<file path="config.mk">
export PLATFORM = sky130hd
export DESIGN_NAME = rle_literal_run_decoder_flat
export DESIGN_NICKNAME = d
export VERILOG_FILES = /design/src/rtl/rld_pkg.sv /design/src/rtl/rld_in_if.sv /design/src/rtl/rld_out_if.sv /design/src/rtl/rld_datapath.sv /design/src/rtl/rld_ctrl.sv /design/src/rtl/rle_literal_run_decoder.sv /design/src/flat_wrapper.sv
export SDC_FILE = /design/constraint.sdc
export NUM_CORES = 1
export LEC_CHECK = 0
export ABC_CLOCK_PERIOD_IN_PS = 3300
export BUFFER_PORTS_ARGS = -buffer_cell sky130_fd_sc_hd__buf_4
export CELL_PAD_IN_SITES_DETAIL_PLACEMENT = 0
export CELL_PAD_IN_SITES_GLOBAL_PLACEMENT = 1
export CORE_MARGIN = 2
export CORE_UTILIZATION = 37
export CTS_BUF_LIST = sky130_fd_sc_hd__clkbuf_8 sky130_fd_sc_hd__clkbuf_16
export DETAILED_ROUTE_END_ITERATION = 16
export PLACE_DENSITY = 0.68
export SYNTH_ARGS = -nofsm -noshare
export SYNTH_HDL_FRONTEND = slang
export SYNTH_HIERARCHICAL = 1
export SYNTH_SLANG_ARGS = --single-unit
</file>
<file path="constraint.sdc">
create_clock -name clk -period 3.3 [get_ports clk]
set_input_delay 0.165 -clock clk [delete_from_list [all_inputs] [get_ports clk]]
set_output_delay 0.165 -clock clk [all_outputs]
set_load 0.1 [all_outputs]
</file>
<file path="src/rtl/rld_pkg.sv">
// ----------------------------------------------------------------------------
// rld_pkg
// Shared types and constants for the run-length decoder with literal runs.
// ----------------------------------------------------------------------------
package rld_pkg;

  // Width of one stream word and of one decoded symbol.
  localparam int WordW = 16;

  // Default limit on a repeat header; headers above it are flagged.
  localparam int MaxRunDefault = 64;

  // Controller states.
  typedef enum logic [2:0] {
    ST_HEADER,
    ST_COUNT,
    ST_LITERAL,
    ST_SYMBOL,
    ST_REPEAT
  } rld_state_t;

  // Source of the payload loaded into the output register.
  typedef enum logic [1:0] {
    OUT_WORD,
    OUT_HELD,
    OUT_ERROR
  } rld_out_sel_t;

  // Commands from the controller to the datapath.
  typedef struct packed {
    logic         load_count;
    logic         dec_count;
    logic         capture_sym;
    logic         out_load;
    rld_out_sel_t out_sel;
    logic         out_last;
  } rld_cmd_t;

  // Status from the datapath to the controller.
  typedef struct packed {
    logic word_zero;
    logic word_over;
    logic count_one;
    logic slot_free;
  } rld_status_t;

endpackage

</file>
<file path="src/rtl/rld_in_if.sv">
// ----------------------------------------------------------------------------
// rld_in_if
// Input channel: one compressed code word per transaction.
// ----------------------------------------------------------------------------
interface rld_in_if;
  logic        valid;
  logic        ready;
  logic [15:0] code_word;

  modport source (output valid, output code_word, input ready);
  modport sink (input valid, input code_word, output ready);
endinterface

</file>
<file path="src/rtl/rld_out_if.sv">
// ----------------------------------------------------------------------------
// rld_out_if
// Output channel: one decoded symbol with its flags per transaction.
// ----------------------------------------------------------------------------
interface rld_out_if;
  logic        valid;
  logic        ready;
  logic [15:0] symbol;
  logic        last_of_run;
  logic        error;

  modport source (output valid, output symbol, output last_of_run, output error,
                  input ready);
  modport sink (input valid, input symbol, input last_of_run, input error,
                output ready);
endinterface

</file>
<file path="src/rtl/rld_datapath.sv">
// ----------------------------------------------------------------------------
// rld_datapath
// Count and symbol registers, word classification and the output register.
// ----------------------------------------------------------------------------
module rld_datapath #(
  parameter int MAX_RUN = rld_pkg::MaxRunDefault
) (
  input  logic                      clk,
  input  logic                      rst,
  input  logic [rld_pkg::WordW-1:0] code_word,
  input  rld_pkg::rld_cmd_t         cmd,
  output rld_pkg::rld_status_t      status,
  output logic                      out_valid,
  input  logic                      out_ready,
  output logic [rld_pkg::WordW-1:0] out_symbol,
  output logic                      out_last,
  output logic                      out_error
);
  import rld_pkg::*;

  localparam logic [WordW-1:0] MaxRunW = WordW'(MAX_RUN);

  logic [WordW-1:0] count;
  logic [WordW-1:0] held_sym;

  // Classification of the incoming word and of the remaining count.
  always_comb begin
    status.word_zero = (code_word == '0);
    status.word_over = (code_word > MaxRunW);
    status.count_one = (count == WordW'(1));
    status.slot_free = !out_valid || out_ready;
  end

  // Remaining literal or repeat count.
  always_ff @(posedge clk) begin
    if (rst) begin
      count <= '0;
    end else if (cmd.load_count) begin
      count <= code_word;
    end else if (cmd.dec_count) begin
      count <= count - WordW'(1);
    end
  end

  // Symbol held for the rest of a repeat run.
  always_ff @(posedge clk) begin
    if (cmd.capture_sym) begin
      held_sym <= code_word;
    end
  end

  // Output valid flag.
  always_ff @(posedge clk) begin
    if (rst) begin
      out_valid <= 1'b0;
    end else if (cmd.out_load) begin
      out_valid <= 1'b1;
    end else if (out_ready) begin
      out_valid <= 1'b0;
    end
  end

  // Output payload.
  always_ff @(posedge clk) begin
    if (cmd.out_load) begin
      case (cmd.out_sel)
        OUT_WORD: begin
          out_symbol <= code_word;
          out_last   <= cmd.out_last;
          out_error  <= 1'b0;
        end
        OUT_HELD: begin
          out_symbol <= held_sym;
          out_last   <= cmd.out_last;
          out_error  <= 1'b0;
        end
        OUT_ERROR: begin
          out_symbol <= '0;
          out_last   <= 1'b1;
          out_error  <= 1'b1;
        end
        default: begin
          out_symbol <= '0;
          out_last   <= 1'b1;
          out_error  <= 1'b1;
        end
      endcase
    end
  end

endmodule

</file>
<file path="src/rtl/rld_ctrl.sv">
// ----------------------------------------------------------------------------
// rld_ctrl
// Decode state machine: classifies each word by phase and steers the datapath.
// ----------------------------------------------------------------------------
module rld_ctrl (
  input  logic                 clk,
  input  logic                 rst,
  input  logic                 in_valid,
  output logic                 in_ready,
  input  rld_pkg::rld_status_t status,
  output rld_pkg::rld_cmd_t    cmd
);
  import rld_pkg::*;

  rld_state_t state;
  rld_state_t state_next;
  logic       accept;

  // State register.
  always_ff @(posedge clk) begin
    if (rst) begin
      state <= ST_HEADER;
    end else begin
      state <= state_next;
    end
  end

  // Next state and commands.
  always_comb begin
    state_next      = state;
    cmd.load_count  = 1'b0;
    cmd.dec_count   = 1'b0;
    cmd.capture_sym = 1'b0;
    cmd.out_load    = 1'b0;
    cmd.out_sel     = OUT_WORD;
    cmd.out_last    = 1'b1;
    in_ready        = (state != ST_REPEAT) && status.slot_free;
    accept          = in_valid && in_ready;

    case (state)
      ST_HEADER: begin
        if (accept) begin
          if (status.word_zero) begin
            state_next = ST_COUNT;
          end else if (status.word_over) begin
            cmd.out_load = 1'b1;
            cmd.out_sel  = OUT_ERROR;
          end else begin
            cmd.load_count = 1'b1;
            state_next     = ST_SYMBOL;
          end
        end
      end
      ST_COUNT: begin
        if (accept && !status.word_zero) begin
          cmd.load_count = 1'b1;
          state_next     = ST_LITERAL;
        end
      end
      ST_LITERAL: begin
        if (accept) begin
          cmd.out_load  = 1'b1;
          cmd.out_sel   = OUT_WORD;
          cmd.dec_count = 1'b1;
          if (status.count_one) begin
            state_next = ST_HEADER;
          end
        end
      end
      ST_SYMBOL: begin
        // The first result of the run leaves with the symbol word itself.
        if (accept) begin
          cmd.capture_sym = 1'b1;
          cmd.out_load    = 1'b1;
          cmd.out_sel     = OUT_WORD;
          cmd.out_last    = status.count_one;
          cmd.dec_count   = 1'b1;
          state_next      = status.count_one ? ST_HEADER : ST_REPEAT;
        end
      end
      ST_REPEAT: begin
        if (status.slot_free) begin
          cmd.out_load  = 1'b1;
          cmd.out_sel   = OUT_HELD;
          cmd.out_last  = status.count_one;
          cmd.dec_count = 1'b1;
          if (status.count_one) begin
            state_next = ST_HEADER;
          end
        end
      end
      default: begin
        state_next = ST_HEADER;
      end
    endcase
  end

endmodule

</file>
<file path="src/rtl/rle_literal_run_decoder.sv">
// ----------------------------------------------------------------------------
// rle_literal_run_decoder
// Expands a stream of 16-bit code words made of repeat runs and literal blocks.
// ----------------------------------------------------------------------------
//
//   Channel  Direction  Payload                          Meaning
//   din      in         code_word[15:0]                  header, count, symbol
//                                                        or literal word
//   dout     out        symbol[15:0], last_of_run, error one decoded symbol
//
// A literal word gives one transaction on dout. A repeat symbol of run length
// N gives N copies: the symbol word leaves with the first copy, and din is held
// off for the rest of the run while the single output register sends one copy
// per cycle when dout is not stalled.
// Reset is synchronous and returns the decoder to waiting for a header.
// A stall on dout holds the output register and stops din as well.
//
module rle_literal_run_decoder #(
  parameter int MAX_RUN = rld_pkg::MaxRunDefault
) (
  input  logic       clk,
  input  logic       rst,
  rld_in_if.sink     din,
  rld_out_if.source  dout
);
  import rld_pkg::*;

  rld_cmd_t    cmd;
  rld_status_t status;

  // Decode state machine.
  rld_ctrl u_ctrl (
    .clk      (clk),
    .rst      (rst),
    .in_valid (din.valid),
    .in_ready (din.ready),
    .status   (status),
    .cmd      (cmd)
  );

  // Registers and output stage.
  rld_datapath #(
    .MAX_RUN (MAX_RUN)
  ) u_datapath (
    .clk        (clk),
    .rst        (rst),
    .code_word  (din.code_word),
    .cmd        (cmd),
    .status     (status),
    .out_valid  (dout.valid),
    .out_ready  (dout.ready),
    .out_symbol (dout.symbol),
    .out_last   (dout.last_of_run),
    .out_error  (dout.error)
  );

endmodule

</file>
<file path="src/flat_wrapper.sv">
// flat-port wrapper written by rule: the top's interface ports become plain ports
module rle_literal_run_decoder_flat import rld_pkg::*;
#(
  parameter int MAX_RUN = rld_pkg::MaxRunDefault
)
  (clk, rst, din_valid, din_code_word, din_ready, dout_valid, dout_symbol, dout_last_of_run, dout_error, dout_ready);
  rld_in_if din_i ();
  rld_out_if dout_i ();
  input  logic clk;
  input  logic rst;
  input wire logic [$bits(din_i.valid)-1:0] din_valid;
  input wire logic [$bits(din_i.code_word)-1:0] din_code_word;
  output wire logic [$bits(din_i.ready)-1:0] din_ready;
  output wire logic [$bits(dout_i.valid)-1:0] dout_valid;
  output wire logic [$bits(dout_i.symbol)-1:0] dout_symbol;
  output wire logic [$bits(dout_i.last_of_run)-1:0] dout_last_of_run;
  output wire logic [$bits(dout_i.error)-1:0] dout_error;
  input wire logic [$bits(dout_i.ready)-1:0] dout_ready;
  assign din_i.valid = din_valid;
  assign din_i.code_word = din_code_word;
  assign din_ready = din_i.ready;
  assign dout_valid = dout_i.valid;
  assign dout_symbol = dout_i.symbol;
  assign dout_last_of_run = dout_i.last_of_run;
  assign dout_error = dout_i.error;
  assign dout_i.ready = dout_ready;
  rle_literal_run_decoder #(.MAX_RUN(MAX_RUN)) u_core (.clk(clk), .rst(rst), .din(din_i), .dout(dout_i));
endmodule
</file>
Yosys cells after proc, flatten, opt, wreduce, memory -nomap -nowiden
Index checks and enable logic that the tools add are counted.
{ "word_totals": {"reg_bits": 54, "out_inout_bits": 20, "input_bits": 20} }
{ "classes": {"eq_ne": 13, "add_sub_neg": 1, "reduce_logical": 13, "mux": 33, "magnitude_cmp": 1} }
{ "op_table": {"columns": ["operator", "count"], "rows": [
  ["3-bit two-way mux", 13],
  ["16-bit two-way mux", 2],
  ["16-bit one-hot mux with 2 select lines", 1],
  ["16-bit by 1-bit == test with 1-bit output (second input constant)", 1],
  ["16-bit by 7-bit > comparator with 1-bit output (second input constant)", 1],
  ["16-bit logical NOT", 1],
  ["16-bit by 1-bit subtractor with 16-bit output (second input constant)", 1],
  ["3-bit one-hot mux with 5 select lines", 1],
  ["3-bit one-hot mux with 4 select lines", 1],
  ["1-bit two-way mux", 10],
  ["2-bit != test (second input constant)", 5],
  ["3-bit by 2-bit == test with 1-bit output (second input constant)", 2],
  ["6-bit two-way mux", 1],
  ["3-bit != test (second input constant)", 2],
  ["6-bit AND reduction", 1],
  ["4-bit two-way mux", 1],
  ["1-bit one-hot mux with 2 select lines", 2],
  ["2-bit nonzero test", 2],
  ["3-bit by 1-bit == test with 1-bit output (second input constant)", 1],
  ["3-bit == test (second input constant)", 1],
  ["1-bit logical AND", 3],
  ["3-bit logical NOT", 1],
  ["1-bit one-hot mux with 3 select lines", 1],
  ["2-bit by 1-bit == test with 1-bit output (second input constant)", 1],
  ["4 further kinds", 5]
]} }

Depth between registers and ports, before layout
{ "logic_depth": {"depth_word": 9, "ltp_mapped": 9, "mapped_depth_nobuf": 8} }

Modules after synthesis
Netlist, hierarchy kept.
{ "by_module_without_submodules": {"columns": ["mod", "seq_area_each_um2", "cells_per_inst", "instances", "area_per_inst_um2"], "rows": [
  ["rld_datapath", 1361.3, 192, 1, 2217.1],
  ["rld_ctrl", 60.1, 32, 1, 246.5]
]} }

Worst setup path after synthesis
OpenSTA, ideal clock, no wires.
{ "synth_path": {"path_kind": "register to register", "from": "register u_core.u_datapath.out_valid", "to": "register u_core.u_datapath.out_error (enable)", "path_slack_ps": 184, "path_stages_with_launch": 4, "t_arrival_ps": 2691, "setup_ps": 425, "required_ps": 2875, "path_cell_list": "dfxtp_1 nand2b_1 nand2_1 o32ai_1"} }
{ "synth_rtl": {"columns": ["element", "line", "rtl"], "rows": [
  ["start, declared", "rld_datapath.sv:13", "output logic out_valid,"],
  ["start signal, assigned", "rld_datapath.sv:55", "out_valid <= 1'b0;"],
  ["start signal, assigned", "rld_datapath.sv:57", "out_valid <= 1'b1;"],
  ["start signal, assigned", "rld_datapath.sv:59", "out_valid <= 1'b0;"],
  ["end signal, assigned", "rld_datapath.sv:70", "out_error <= 1'b0;"],
  ["end signal, assigned", "rld_datapath.sv:75", "out_error <= 1'b0;"],
  ["end signal, assigned", "rld_datapath.sv:80", "out_error <= 1'b1;"],
  ["end, declared", "rld_datapath.sv:17", "output logic out_error"]
]} }

==> impl_metrics.ini <==
[critical_path]
worstPathRequired_ns = 3.52
crit_family = simple AND/OR/NAND/NOR gates
cp_slowest_stage_delay_ns = 0.59
crit_type = register to register
crit_fanout = 10
cp_num_buf_inv = 0
r2r_end = u_core/u_datapath/count[3]
crit_path_start = u_core/u_ctrl/state[2]
reg2reg_from = u_core/u_ctrl/state[2]
cp-start-kind = register
crit_path_end_kind = register
r2r_cells = 6
reg2reg_slack_ns = 0.76
crit_slowest_cell = or3b_2
worstPathArrival_ns = 2.76
crit_chain = nor3b_1 > a21oi_1 > nor2_1 > or3b_2 > or3_2 > a311oi_1

[logic_synthesis]
synth-main-ff-cell = edfxtp_1
netlist_instances = 224
synthArstFlopShare_pct = 0
synth_area_leaders = edfxtp_1 (41%), dfxtp_1 (16%), mux2i_1 (6.5%)
synth-seq-area-share_pct = 57.7
yosysTopAreaCell = edfxtp_1
syn_avg_cell_area_um2 = 11.0
synth_edf_count = 34
synth_seq_cells = 54
yosysWarnings = 6
netlist_area_mm2 = 0.00246
netlist.area_leader.share_pct = 41.4
yosysUniqueCellTypes = 41
syn-num-nets = 246

[clock_tree]
cts_made_buffers = 5
postCtsSetupRepairBufs = 0
cts_resized = 0
clkTransAtPathRegs_ns = 0.09
h-tree-depth = 2
cts-root-buf = clkbuf_8
clock-sinks = 54
cts_tree = yes
clk_latency_ns = 0.30
cts_hold_buffers = 0
cts.path.max_buffers = 2

[drt]
vias_per_cell = 5.15
drt_iter0_markers = 81
routed_wl_um = 5060
dr.pass1.iters = 4
ant_nets = 0
post_drt_wl_per_cell_um = 14.9
drc = 0
vias = 1745

[final_layout]
fin_util_pct = 46.3
drive_above_1_share_pct = 23.7
multi_input_area_um2 = 982
fin_nets = 283
fillers = 610
diodes = 0
seq_area_mm2 = 0.00142
syn2layout_area_growth_pct = 20.0

[timing]
finClkSkew_ns = 0.00346
setup_tns_ns = 0
post-route-min-period_ns = 2.54
relSlewSlack_pct = 58.3
tightestPinTransition_ns = 0.625
slew_violations = 0
hold_violations = 0
max_freq_mhz = 394
hold_ws_ns = 0.0632
setup_viol = 0
finalCritPeriodShare_pct = 76.9
rsz0062_at_grt = false

[placed_design]
port_buffers = 39
dp_hpwl_um = 3620
gp_congestion = 0.836

[power]
ir_drop_uv = 281
p_leak_nw = 1.09
power_per_cell_area_mw_per_mm2 = 474

[global_routing]
grt-ovfl-total = 0
grt_start_max_net_pins = 28
grtUsageTotal_pct = 14.5
use_met1_pct = 20.5
antenna_found_initial = 0
grt_pass1_wl_um = 8420
top_usage_layer = met2
grt_pass1_vias = 1713
use_met2_pct = 22.4
met3_usage_pct = 3.08

[floorplan]
die_x_um = 85.6
placementRows = 29
start_util_pct = 38.6
die_y_um = 85.6
dieArea_mm2 = 0.00733
core_mm2 = 0.00639
pin_count = 40

[run]
maxCapViolCount = 0

[min_path]
hold_path.startpoint = din_code_word[9]
min_path_type = input port to register
min_path_cells = 1
holdPathEnd = u_core/u_datapath/held_sym[9]

[outcome]
outcome = completed
[final cells by class]
type                       instances  area share [%]
sequential                        54            48.1
multi-input combinational        151            33.2
timing repair buffer              43            10.9
tap                               77            3.26
clock buffer                       5            2.33
clock inverter                     3            1.40
inverter                           6           0.762
[cell usage after synthesis (all sizes together), types with 2 or more instances]
master / number
a21oi: 5
edfxtp: 34
xnor2: 10
nand2: 10
nor3: 8
ha: 2
or2: 3
o21ai: 4
nor4: 9
and2b: 2
a211oi: 11
clkbuf: 13
a311oi: 3
or4: 4
inv: 5
mux2i: 16
nor2: 41
or3: 7
dfxtp: 20
[kinds of logic after synthesis]
logic type,share of synthesized area (%)
AO/OA/AOI/OAI,8.99
XOR/XNOR,3.91
adder cells (fa/ha/maj),1.02
buffers and inverters,2.95
flip-flops,57.7
multiplexers,6.50
AND/OR/NAND/NOR,18.9
[worst max path at each step]
stage	endpoint	cells past startpoint
floorplan	u_core/u_datapath/out_error	3
global placement	u_core/u_datapath/count[3]	6
detailed placement	u_core/u_datapath/count[3]	6
CTS	u_core/u_datapath/count[3]	6
global route	u_core/u_datapath/count[3]	6
finish	u_core/u_datapath/count[3]	6
[where the power goes]
group | total, mW | internal (mW) | leakage (nW) | switching, mW
clock network | 0.442 | 0.224 | 0.0556 | 0.218
registers | 0.741 | 0.736 | 0.481 | 0.00442
logic | 0.218 | 0.0486 | 0.548 | 0.170
[per-stage QoR]
| step | setup WS [ns] | instance area (um^2) | instances | power (mW) |
|---|---|---|---|---|
| 2_1_floorplan | 0.184 | 2460 | 224 | 0.911 |
| 3_3_place_gp | 0.878 | 2850 | 331 | 0.976 |
| 3_5_place_dp | 0.802 | 2850 | 331 | 0.977 |
| 4_1_cts | 0.777 | 2960 | 339 | 1.41 |
| 5_1_grt | 0.590 | 2960 | 339 | 1.45 |
| 6_report | 0.761 | 2960 | 339 | 1.40 |
[cell usage in the layout (no fill, tap or decap), types with 7 or more instances in the layout]
cell type,Yosys,routed
a211oi_1,11,11
buf_4,0,43
dfxtp_1,20,20
edfxtp_1,34,34
mux2i_1,16,16
nand2_1,10,10
nor2_1,41,41
nor3_1,8,7
nor4_1,9,9
xnor2_1,10,10
[layer usage]
layer / part of all wire [%] / routed length, um
met5: 0 / 0
met2: 46 / 2320
met1: 49 / 2500
met3: 3.4 / 172
met4: 1.4 / 70
[flip-flops by register name, summed over array words and instances, names as in the netlist]
| register | flops |
|---|---|
| u_core/u_datapath/count | 16 |
| u_core/u_datapath/held_sym | 16 |
| u_core/u_datapath/out_symbol | 16 |
| u_core/u_ctrl/state | 3 |
| u_core/u_datapath/out_error | 1 |
| u_core/u_datapath/out_last | 1 |
| u_core/u_datapath/out_valid | 1 |
Note: power is estimated with default switching activity, not from simulation.
